[src/hw/rtl/cre_pkg.sv]
// Package for the CIGAR run-length encoder: types, op codes and sizes.
`default_nettype none

package cre_pkg;

  localparam int unsigned MaxReadLenDefault = 32'd65535;
  localparam int unsigned CountWidth        = 16;
  localparam int unsigned OpWidth           = 2;

  // result queue: up to two pushes per cycle, one pop
  localparam int unsigned QueueDepth = 4;
  localparam int unsigned QueuePtrW  = $clog2(QueueDepth);
  localparam int unsigned QueueLvlW  = $clog2(QueueDepth + 1);

  typedef enum logic [OpWidth-1:0] {
    OpMatch = 2'd0,
    OpSoft  = 2'd1,
    OpDel   = 2'd2
  } cre_op_e;

  typedef struct packed {
    logic                  is_gap;
    logic [CountWidth-1:0] clip_left;
    logic [CountWidth-1:0] clip_right;
    logic                  read_last;
  } cre_item_t;

  typedef struct packed {
    logic [CountWidth-1:0] run_length;
    cre_op_e               op_code;
    logic                  end_of_read;
  } cre_res_t;

  // results of one item, packed to the front: res0 first, then res1
  typedef struct packed {
    logic [1:0] num;
    cre_res_t   res0;
    cre_res_t   res1;
  } cre_push_t;

  typedef struct packed {
    logic                 can_take;
    logic [QueueLvlW-1:0] level;
  } cre_qstat_t;

endpackage

`default_nettype wire

[src/hw/rtl/cre_if.sv]
// Channel interfaces of the CIGAR run-length encoder.
`default_nettype none

interface cre_in_if;
  logic        valid;
  logic        ready;
  logic        is_gap;
  logic [15:0] clip_left;
  logic [15:0] clip_right;
  logic        read_last;

  modport source (output valid, is_gap, clip_left, clip_right, read_last, input ready);
  modport sink   (input valid, is_gap, clip_left, clip_right, read_last, output ready);
endinterface

interface cre_out_if;
  logic        valid;
  logic        ready;
  logic [15:0] run_length;
  logic [1:0]  op_code;
  logic        end_of_read;

  modport source (output valid, run_length, op_code, end_of_read, input ready);
  modport sink   (input valid, run_length, op_code, end_of_read, output ready);
endinterface

`default_nettype wire

[src/hw/rtl/cigar_run_length_encoder.sv]
// CIGAR run-length encoder: one padded base in, finished (length, op) runs out.
//
// Input channel in_i carries one padded base per transaction with its gap
// flag, the read's clip bounds and a last-base flag. Output channel out_o
// carries finished runs (run_length, op_code, end_of_read) in read order.
// Both channels use valid/ready; a transaction completes when both are high.
// Throughput: one base per cycle while in_i.ready is high. A base updates
// the run state in the cycle it is taken and writes zero, one or two runs
// into a four-entry queue, whose head drives out_o; the queue drains one run
// per cycle while out_o.ready is high. in_i.ready is high while at least two
// queue entries are free; it falls when bases with two runs each or a stalled
// receiver fill the queue past that point, and no run is ever dropped.
// Reset (rst_ni low, asynchronous) empties the queue and returns the run
// state to soft clip, zero length, position zero. The same per-read state is
// restored after every last base.
// Run lengths and positions saturate at min(MAX_READ_LEN, 65535).
`default_nettype none

module cigar_run_length_encoder
  import cre_pkg::*;
#(
  parameter int unsigned MAX_READ_LEN = MaxReadLenDefault
) (
  input  wire logic clk_i,
  input  wire logic rst_ni,
  cre_in_if.sink    in_i,
  cre_out_if.source out_o
);

  cre_item_t  item;
  cre_push_t  push;
  cre_res_t   head;
  cre_qstat_t qstat;
  logic       in_acc;
  logic       out_vld;

  assign item = '{is_gap:     in_i.is_gap,
                  clip_left:  in_i.clip_left,
                  clip_right: in_i.clip_right,
                  read_last:  in_i.read_last};

  assign in_i.ready = qstat.can_take;
  assign in_acc     = in_i.valid && qstat.can_take;

  cre_step #(
    .MAX_READ_LEN(MAX_READ_LEN)
  ) u_step (
    .clk_i    (clk_i),
    .rst_ni   (rst_ni),
    .accept_i (in_acc),
    .item_i   (item),
    .push_o   (push)
  );

  cre_queue u_queue (
    .clk_i     (clk_i),
    .rst_ni    (rst_ni),
    .push_en_i (in_acc),
    .push_i    (push),
    .pop_i     (out_o.ready),
    .valid_o   (out_vld),
    .head_o    (head),
    .stat_o    (qstat)
  );

  assign out_o.valid       = out_vld;
  assign out_o.run_length  = head.run_length;
  assign out_o.op_code     = head.op_code;
  assign out_o.end_of_read = head.end_of_read;

  a_level_bound : assert property (@(posedge clk_i) disable iff (!rst_ni)
    qstat.level <= QueueLvlW'(QueueDepth))
    else $error("result queue level beyond depth");

  a_last_emits : assert property (@(posedge clk_i) disable iff (!rst_ni)
    in_acc && in_i.read_last |=> out_o.valid)
    else $error("last base produced no run");

  a_out_follows_level : assert property (@(posedge clk_i) disable iff (!rst_ni)
    out_o.valid == (qstat.level != '0))
    else $error("output valid disagrees with queue level");

endmodule

`default_nettype wire

[src/hw/rtl/cre_step.sv]
// Per-read state and per-base run logic of the CIGAR run-length encoder.
`default_nettype none

module cre_step
  import cre_pkg::*;
#(
  parameter int unsigned MAX_READ_LEN = MaxReadLenDefault
) (
  input  wire logic      clk_i,
  input  wire logic      rst_ni,
  input  wire logic      accept_i,
  input  wire cre_item_t item_i,
  output cre_push_t      push_o
);

  localparam logic [CountWidth-1:0] CountCap =
      (MAX_READ_LEN > 32'd65535) ? 16'hFFFF : MAX_READ_LEN[CountWidth-1:0];

  cre_op_e               op_q, op_d;
  logic [CountWidth-1:0] cnt_q, cnt_d;
  logic [CountWidth-1:0] pos_q, pos_d;

  function automatic logic [CountWidth-1:0] sat_inc(input logic [CountWidth-1:0] v);
    sat_inc = (v >= CountCap) ? CountCap : v + 1'b1;
  endfunction

  cre_op_e               op_n;
  logic [CountWidth-1:0] cnt_n;
  logic                  flush_v;
  cre_res_t              flush_r, last_r;

  always_comb begin
    op_n    = op_q;
    cnt_n   = cnt_q;
    flush_v = 1'b0;
    flush_r = '{run_length: cnt_q, op_code: op_q, end_of_read: 1'b0};

    if (item_i.is_gap) begin
      // gaps while the open run is a soft clip only move the position
      if (op_q != OpSoft) begin
        if (op_q != OpDel && cnt_q != '0) begin
          flush_v = 1'b1;
          cnt_n   = '0;
        end
        op_n  = OpDel;
        cnt_n = sat_inc(cnt_n);
      end
    end else if (pos_q < item_i.clip_left) begin
      if (op_q != OpSoft && cnt_q != '0) begin
        flush_v = 1'b1;
        cnt_n   = '0;
      end
      op_n  = OpSoft;
      cnt_n = sat_inc(cnt_n);
    end else if (pos_q < item_i.clip_right) begin
      if (op_q != OpMatch && cnt_q != '0) begin
        flush_v = 1'b1;
        cnt_n   = '0;
      end
      op_n  = OpMatch;
      cnt_n = sat_inc(cnt_n);
    end else begin
      // trailing clip swallows a pending deletion
      if (op_q != OpSoft && cnt_q != '0) begin
        flush_v = (op_q != OpDel);
        cnt_n   = '0;
      end
      op_n  = OpSoft;
      cnt_n = sat_inc(cnt_n);
    end

    last_r = '{run_length:  cnt_n,
               op_code:     (cnt_n != '0) ? op_n : OpSoft,
               end_of_read: 1'b1};

    push_o.num  = {1'b0, flush_v} + {1'b0, item_i.read_last};
    push_o.res0 = flush_v ? flush_r : last_r;
    push_o.res1 = last_r;

    if (item_i.read_last) begin
      op_d  = OpSoft;
      cnt_d = '0;
      pos_d = '0;
    end else begin
      op_d  = op_n;
      cnt_d = cnt_n;
      pos_d = sat_inc(pos_q);
    end
  end

  always_ff @(posedge clk_i or negedge rst_ni) begin
    if (!rst_ni) begin
      op_q  <= OpSoft;
      cnt_q <= '0;
      pos_q <= '0;
    end else if (accept_i) begin
      op_q  <= op_d;
      cnt_q <= cnt_d;
      pos_q <= pos_d;
    end
  end

endmodule

`default_nettype wire

[src/hw/rtl/cre_queue.sv]
// Result queue of the CIGAR run-length encoder: up to two pushes, one pop a cycle.
`default_nettype none

module cre_queue
  import cre_pkg::*;
(
  input  wire logic      clk_i,
  input  wire logic      rst_ni,
  input  wire logic      push_en_i,
  input  wire cre_push_t push_i,
  input  wire logic      pop_i,
  output logic           valid_o,
  output cre_res_t       head_o,
  output cre_qstat_t     stat_o
);

  cre_res_t              mem_q [QueueDepth];
  logic [QueuePtrW-1:0]  wr_q, wr_d, rd_q, rd_d;
  logic [QueueLvlW-1:0]  lvl_q, lvl_d;
  logic [1:0]            n_push;
  logic                  do_pop;
  logic [QueuePtrW-1:0]  wr_nxt;

  assign n_push  = push_en_i ? push_i.num : 2'd0;
  assign do_pop  = pop_i && (lvl_q != '0);
  assign wr_nxt  = wr_q + 1'b1;
  assign valid_o = (lvl_q != '0);
  assign head_o  = mem_q[rd_q];

  // room for the worst case of two results per transaction
  assign stat_o.can_take = (lvl_q <= QueueLvlW'(QueueDepth - 2));
  assign stat_o.level    = lvl_q;

  always_comb begin
    wr_d  = wr_q + QueuePtrW'(n_push);
    rd_d  = rd_q + QueuePtrW'(do_pop);
    lvl_d = lvl_q + QueueLvlW'(n_push) - QueueLvlW'(do_pop);
  end

  always_ff @(posedge clk_i) begin
    if (n_push != 2'd0) mem_q[wr_q] <= push_i.res0;
    if (n_push == 2'd2) mem_q[wr_nxt] <= push_i.res1;
  end

  always_ff @(posedge clk_i or negedge rst_ni) begin
    if (!rst_ni) begin
      wr_q  <= '0;
      rd_q  <= '0;
      lvl_q <= '0;
    end else begin
      wr_q  <= wr_d;
      rd_q  <= rd_d;
      lvl_q <= lvl_d;
    end
  end

endmodule

`default_nettype wire

[src/flat_wrapper.sv]
// flat-port wrapper written by rule: the top's interface ports become plain ports
module cigar_run_length_encoder_flat import cre_pkg::*;
#(
  parameter int unsigned MAX_READ_LEN = MaxReadLenDefault
)
  (clk_i, rst_ni, in_i_valid, in_i_is_gap, in_i_clip_left, in_i_clip_right, in_i_read_last, in_i_ready, out_o_valid, out_o_run_length, out_o_op_code, out_o_end_of_read, out_o_ready);
  cre_in_if in_i_i ();
  cre_out_if out_o_i ();
  input  wire logic clk_i;
  input  wire logic rst_ni;
  input wire logic [$bits(in_i_i.valid)-1:0] in_i_valid;
  input wire logic [$bits(in_i_i.is_gap)-1:0] in_i_is_gap;
  input wire logic [$bits(in_i_i.clip_left)-1:0] in_i_clip_left;
  input wire logic [$bits(in_i_i.clip_right)-1:0] in_i_clip_right;
  input wire logic [$bits(in_i_i.read_last)-1:0] in_i_read_last;
  output wire logic [$bits(in_i_i.ready)-1:0] in_i_ready;
  output wire logic [$bits(out_o_i.valid)-1:0] out_o_valid;
  output wire logic [$bits(out_o_i.run_length)-1:0] out_o_run_length;
  output wire logic [$bits(out_o_i.op_code)-1:0] out_o_op_code;
  output wire logic [$bits(out_o_i.end_of_read)-1:0] out_o_end_of_read;
  input wire logic [$bits(out_o_i.ready)-1:0] out_o_ready;
  assign in_i_i.valid = in_i_valid;
  assign in_i_i.is_gap = in_i_is_gap;
  assign in_i_i.clip_left = in_i_clip_left;
  assign in_i_i.clip_right = in_i_clip_right;
  assign in_i_i.read_last = in_i_read_last;
  assign in_i_ready = in_i_i.ready;
  assign out_o_valid = out_o_i.valid;
  assign out_o_run_length = out_o_i.run_length;
  assign out_o_op_code = out_o_i.op_code;
  assign out_o_end_of_read = out_o_i.end_of_read;
  assign out_o_i.ready = out_o_ready;
  cigar_run_length_encoder #(.MAX_READ_LEN(MAX_READ_LEN)) u_core (.clk_i(clk_i), .rst_ni(rst_ni), .in_i(in_i_i), .out_o(out_o_i));
endmodule
[config.mk]
export PLATFORM = sky130hd
export DESIGN_NAME = cigar_run_length_encoder_flat
export DESIGN_NICKNAME = d
export VERILOG_FILES = /design/src/hw/rtl/cre_pkg.sv /design/src/hw/rtl/cre_if.sv /design/src/hw/rtl/cigar_run_length_encoder.sv /design/src/hw/rtl/cre_step.sv /design/src/hw/rtl/cre_queue.sv /design/src/flat_wrapper.sv
export SDC_FILE = /design/constraint.sdc
export NUM_CORES = 1
export LEC_CHECK = 0
export ABC_AREA = 0
export BUFFER_PORTS_ARGS = -buffer_cell sky130_fd_sc_hd__buf_2
export CAP_MARGIN = 20
export CORE_UTILIZATION = 35
export DETAILED_ROUTE_END_ITERATION = 8
export PLACE_DENSITY_LB_ADDON = 0.1
export SLEW_MARGIN = 20
export SYNTH_ARGS = -nofsm -noshare
export SYNTH_HDL_FRONTEND = slang
export SYNTH_SLANG_ARGS = --single-unit
[constraint.sdc]
create_clock -name clk_i -period 6.05 [get_ports clk_i]
set_clock_uncertainty 0.15 [all_clocks]
set_input_delay 1.21 -clock clk_i [delete_from_list [all_inputs] [get_ports clk_i]]
set_output_delay 1.21 -clock clk_i [all_outputs]
set_load 0.01 [all_outputs]
==> run summary <==
The flow ran to the end, and the final reports show no timing, DRC or antenna violations. The worst setup path is launched from a register. The logs give 0 for the final-report hold violation count and 2013 for the layout filler cell count.

Counting flops with a built-in enable in the synthesized netlist gives 72. STA puts the critical path data arrival time at 5.30 ns. Setup slack on the worst reg-to-reg path comes out at 0.74 ns.

The tools report the highest ir drop seen on vdd as 0.209 mV. The tools report the part of the total power dissipated in the clock network as 0.297. The count of different cell masters after synthesis is 78. Synthesized flop and latch total: 117. Internal power comes to 2240 uW. The number of antenna diodes in the final layout is 0.

The die covers 22600 um2. The detailed router finished its first iteration with 519 violations. In the synthesized netlist the dominant register cell turns out to be edfxtp_1. The logs give 0.349 for the worst slew slack as a fraction of its limit and 0.362 for the starting utilization of the core area. The path class of the tightest hold or removal check is reg -> reg. During synthesis, Yosys emitted a total of 0 warnings. The number of buffers added on ports is 58.

Clock tree synthesis found a total of 117 sinks. The floorplan has 53 rows. The run gives 6501 as the number of global-route vias before repair. Entering global routing, the biggest net connects 42 pins.

In this run the power spent charging and discharging nets is 1350 uW. The largest total area in the synthesized netlist belongs to edfxtp_1. The core region is 21300 um2.

Total global routing track utilization: 0.218. Setup violations remaining at the end of the flow were counted as 0. The combinational fraction of design power is 0.395.

The share of the yosys chip area belonging to registers was 0.424. The remaining antenna violation count after routing is 0. The largest fanout on the critical path works out to 12. Summed over all failing endpoints, the final setup total negative slack is 0 ns. The number of levels the H-tree was split into came out at 4.

The transition time at the pin with the least slew margin is 0.977 ns, and the post-CTS setup repair buffer count is 0. The area growth from synthesis to layout is 16.5%. Hold repair after CTS inserted 0 buffers. The tools report the final routed DRC violation total as 0.

Summed over all cells, the static leakage comes to 0.00349 uW. Using the TritonRoute via totals, the vias-per-cell ratio works out to 5.79. The fraction of power spent switching nets was 0.376. The total count of max-transition violations in the final report was 0.

A synthesized cell averages 9.56 um2. The run gives 0.42 ns as the clock insertion delay at the later pin of the skew report. The number of antenna violations at the first check in global routing was 0.

After legalization and detailed placement, the total HPWL measured 16.2 mm. The fraction of registers with async set/reset is 0.350, and the final cell count without fillers is 1150. For the number of buffers on the longest clock path, the log shows 2. The die outline height was 150 um.

For the worst setup path, the data required time is 6.04 ns. The tightest hold path in the finished design has a slack of 0.305 ns. The power density relative to cell area was 399 nW/um2. Count of instances resized after the clock tree is built: 0. Setup repair after global routing left no endpoint under its margin. The worst setup path is of the reg -> reg kind. Based on the critical path, the design can be clocked at up to 0.188 GHz. The relative contribution of sequential cells to total power was 0.307; the clock transition time at the flip-flop clock pins of the worst setup and hold paths was 0.05 ns.

The total detailed-routing wirelength was 23.5 mm; the number of instances in the synthesized netlist was 807. STA classifies the critical path endpoint as a register. TritonCTS built the clock tree.

The run gives 37.1 mm as the first-pass GRT wire length. The number of placed instances, taps included, is 1118. For the total nets after synthesis, the log shows 884. The clock tree root buffer cell is clkbuf_16.

The max-cap check violation count is 0. The I/O pin total was 59. The routed layout has 6659 vias.

The first TritonRoute pass finished after 5 iterations. Final period utilization: 0.878. The time the final worst path needs with I/O delays and setup is 5.31 ns, and the final estimated routing congestion in global placement is 0.863. After detailed routing, the average wire length per cell comes to 20.4 um.

The final layout contains 939 nets. Measured along the x axis, the die boundary spans 150 um. The most common cell in the synthesized netlist is a21oi_1.

The area share of the largest cell type after synthesis came out at 0.280. The commonest cells after synthesis are 101 x a21oi_1, 100 x nand2_1, 72 x edfxtp_1. The synthesized netlist occupies a cell area of 7710 um2. For this run the aggregate overflow at the end of global routing stands at 0. Share of final-layout standard cells stronger than drive strength 1: 0.195. The number of CTS-inserted buffers is 17. In the post-synthesis netlist, the biggest area contributors are edfxtp_1 28%, dfrtp_1 13%, a21oi_1 6.6%.
[power by group through the flow]
stage | combinational [uW] | sequential (uW) | clock, uW
finish | 1420 | 1100 | 1070
global route | 1560 | 1120 | 1110
CTS | 1420 | 1100 | 1070
detailed placement | 1420 | 1120 | 0
global placement | 1390 | 1110 | 0
floorplan | 1030 | 1040 | 0
[cell usage in the layout, fill, tap and decap left out, types with 12 or more instances in the layout]
cell type  count
ha_1          38
buf_4         34
o21ai_1       39
nand4_1       13
dfrtp_1       40
and2_1        12
nand3_1       18
mux4_2        19
clkbuf_16     17
edfxtp_1      72
buf_2         57
o21ai_0       23
a21oi_1      101
nor3_1        15
nand2_1      100
inv_1         47
nor2_1        50
[layer usage]
metal / up-vias / track usage / wire (um)
met1: 3308 / 0.292 / 10500
met4: 0 / 0.0551 / 314
li1: 3115 / - / -
met3: 29 / 0.0342 / 1120
met5: - / 0 / 0
met2: 207 / 0.366 / 11500
[worst max-delay path: stages (launching register included)]
cell and delay, ns:
dfrtp_1 0.53, or4_1 0.64, o41ai_2 0.67, and2_1 0.23, ha_1 0.20, nand3_1 0.31
nor4_2 0.71, nor2_1 0.13, and3_1 0.22, nor4_1 0.26, a31oi_1 0.10, o2111ai_1 0.34
nor4_4 0.07, nor2_1 0.32, o32ai_2 0.15
[stage by stage]
| step | util | setup slack, ns | power (uW) | cell area (um2) |
|---|---|---|---|---|
| final | 0.422 | 0.737 | 3580 | 8980 |
| after global routing | 0.422 | 0.464 | 3790 | 8980 |
| after CTS | 0.422 | 0.814 | 3600 | 8980 |
| after detailed placement | 0.393 | 0.421 | 2530 | 8370 |
| after global placement | 0.393 | 0.509 | 2500 | 8370 |
| after floorplan | - | 0.213 | 2070 | 7710 |
[area by class of cell]
cell class,instances,area (um2),share of cell area
inverter,48,180,0.0201
clock buffer,22,454,0.0506
clock inverter,10,155,0.0173
tap,275,344,0.0383
multi-input combinational,587,4040,0.450
sequential,117,3270,0.364
timing repair buffer,91,541,0.0602
[state kept, by name (all words and copies together) (netlist names)]
name and count:
u_core.u_queue.rd_q 2, u_core.u_queue.wr_q 2, u_core.u_queue.mem_q 76, u_core.u_queue.lvl_q 3, u_core.u_step.cnt_q 16, u_core.u_step.pos_q 16, u_core.u_step.op_q 2
[final timing paths]
| kind | depth (start not counted) | endpoint | from |
|---|---|---|---|
| worst max register to register | 14 | u_core.u_queue.mem_q[2][1] | u_core.u_step.cnt_q[3] |
| min in group asynchronous | 1 | u_core.u_step.cnt_q[8] | rst_ni |
| worst max-delay path | 14 | u_core.u_queue.mem_q[2][1] | u_core.u_step.cnt_q[3] |
| worst min-delay path | 2 | u_core.u_queue.mem_q[3][0] | u_core.u_queue.mem_q[3][0] |
| max in group asynchronous | 1 | u_core.u_step.op_q[1] | rst_ni |
| worst min register to register | 2 | u_core.u_queue.mem_q[3][0] | u_core.u_queue.mem_q[3][0] |
[logic make-up after synthesis]
group	after synthesis	synth area share
buf+inv	103	0.0532
fa+ha+maj	39	0.0642
mux	21	0.0584
compound gates	251	0.214
xor+xnor	15	0.0170
simple gates	261	0.170
flops	117	0.424
(Power assumes the default switching activity.)
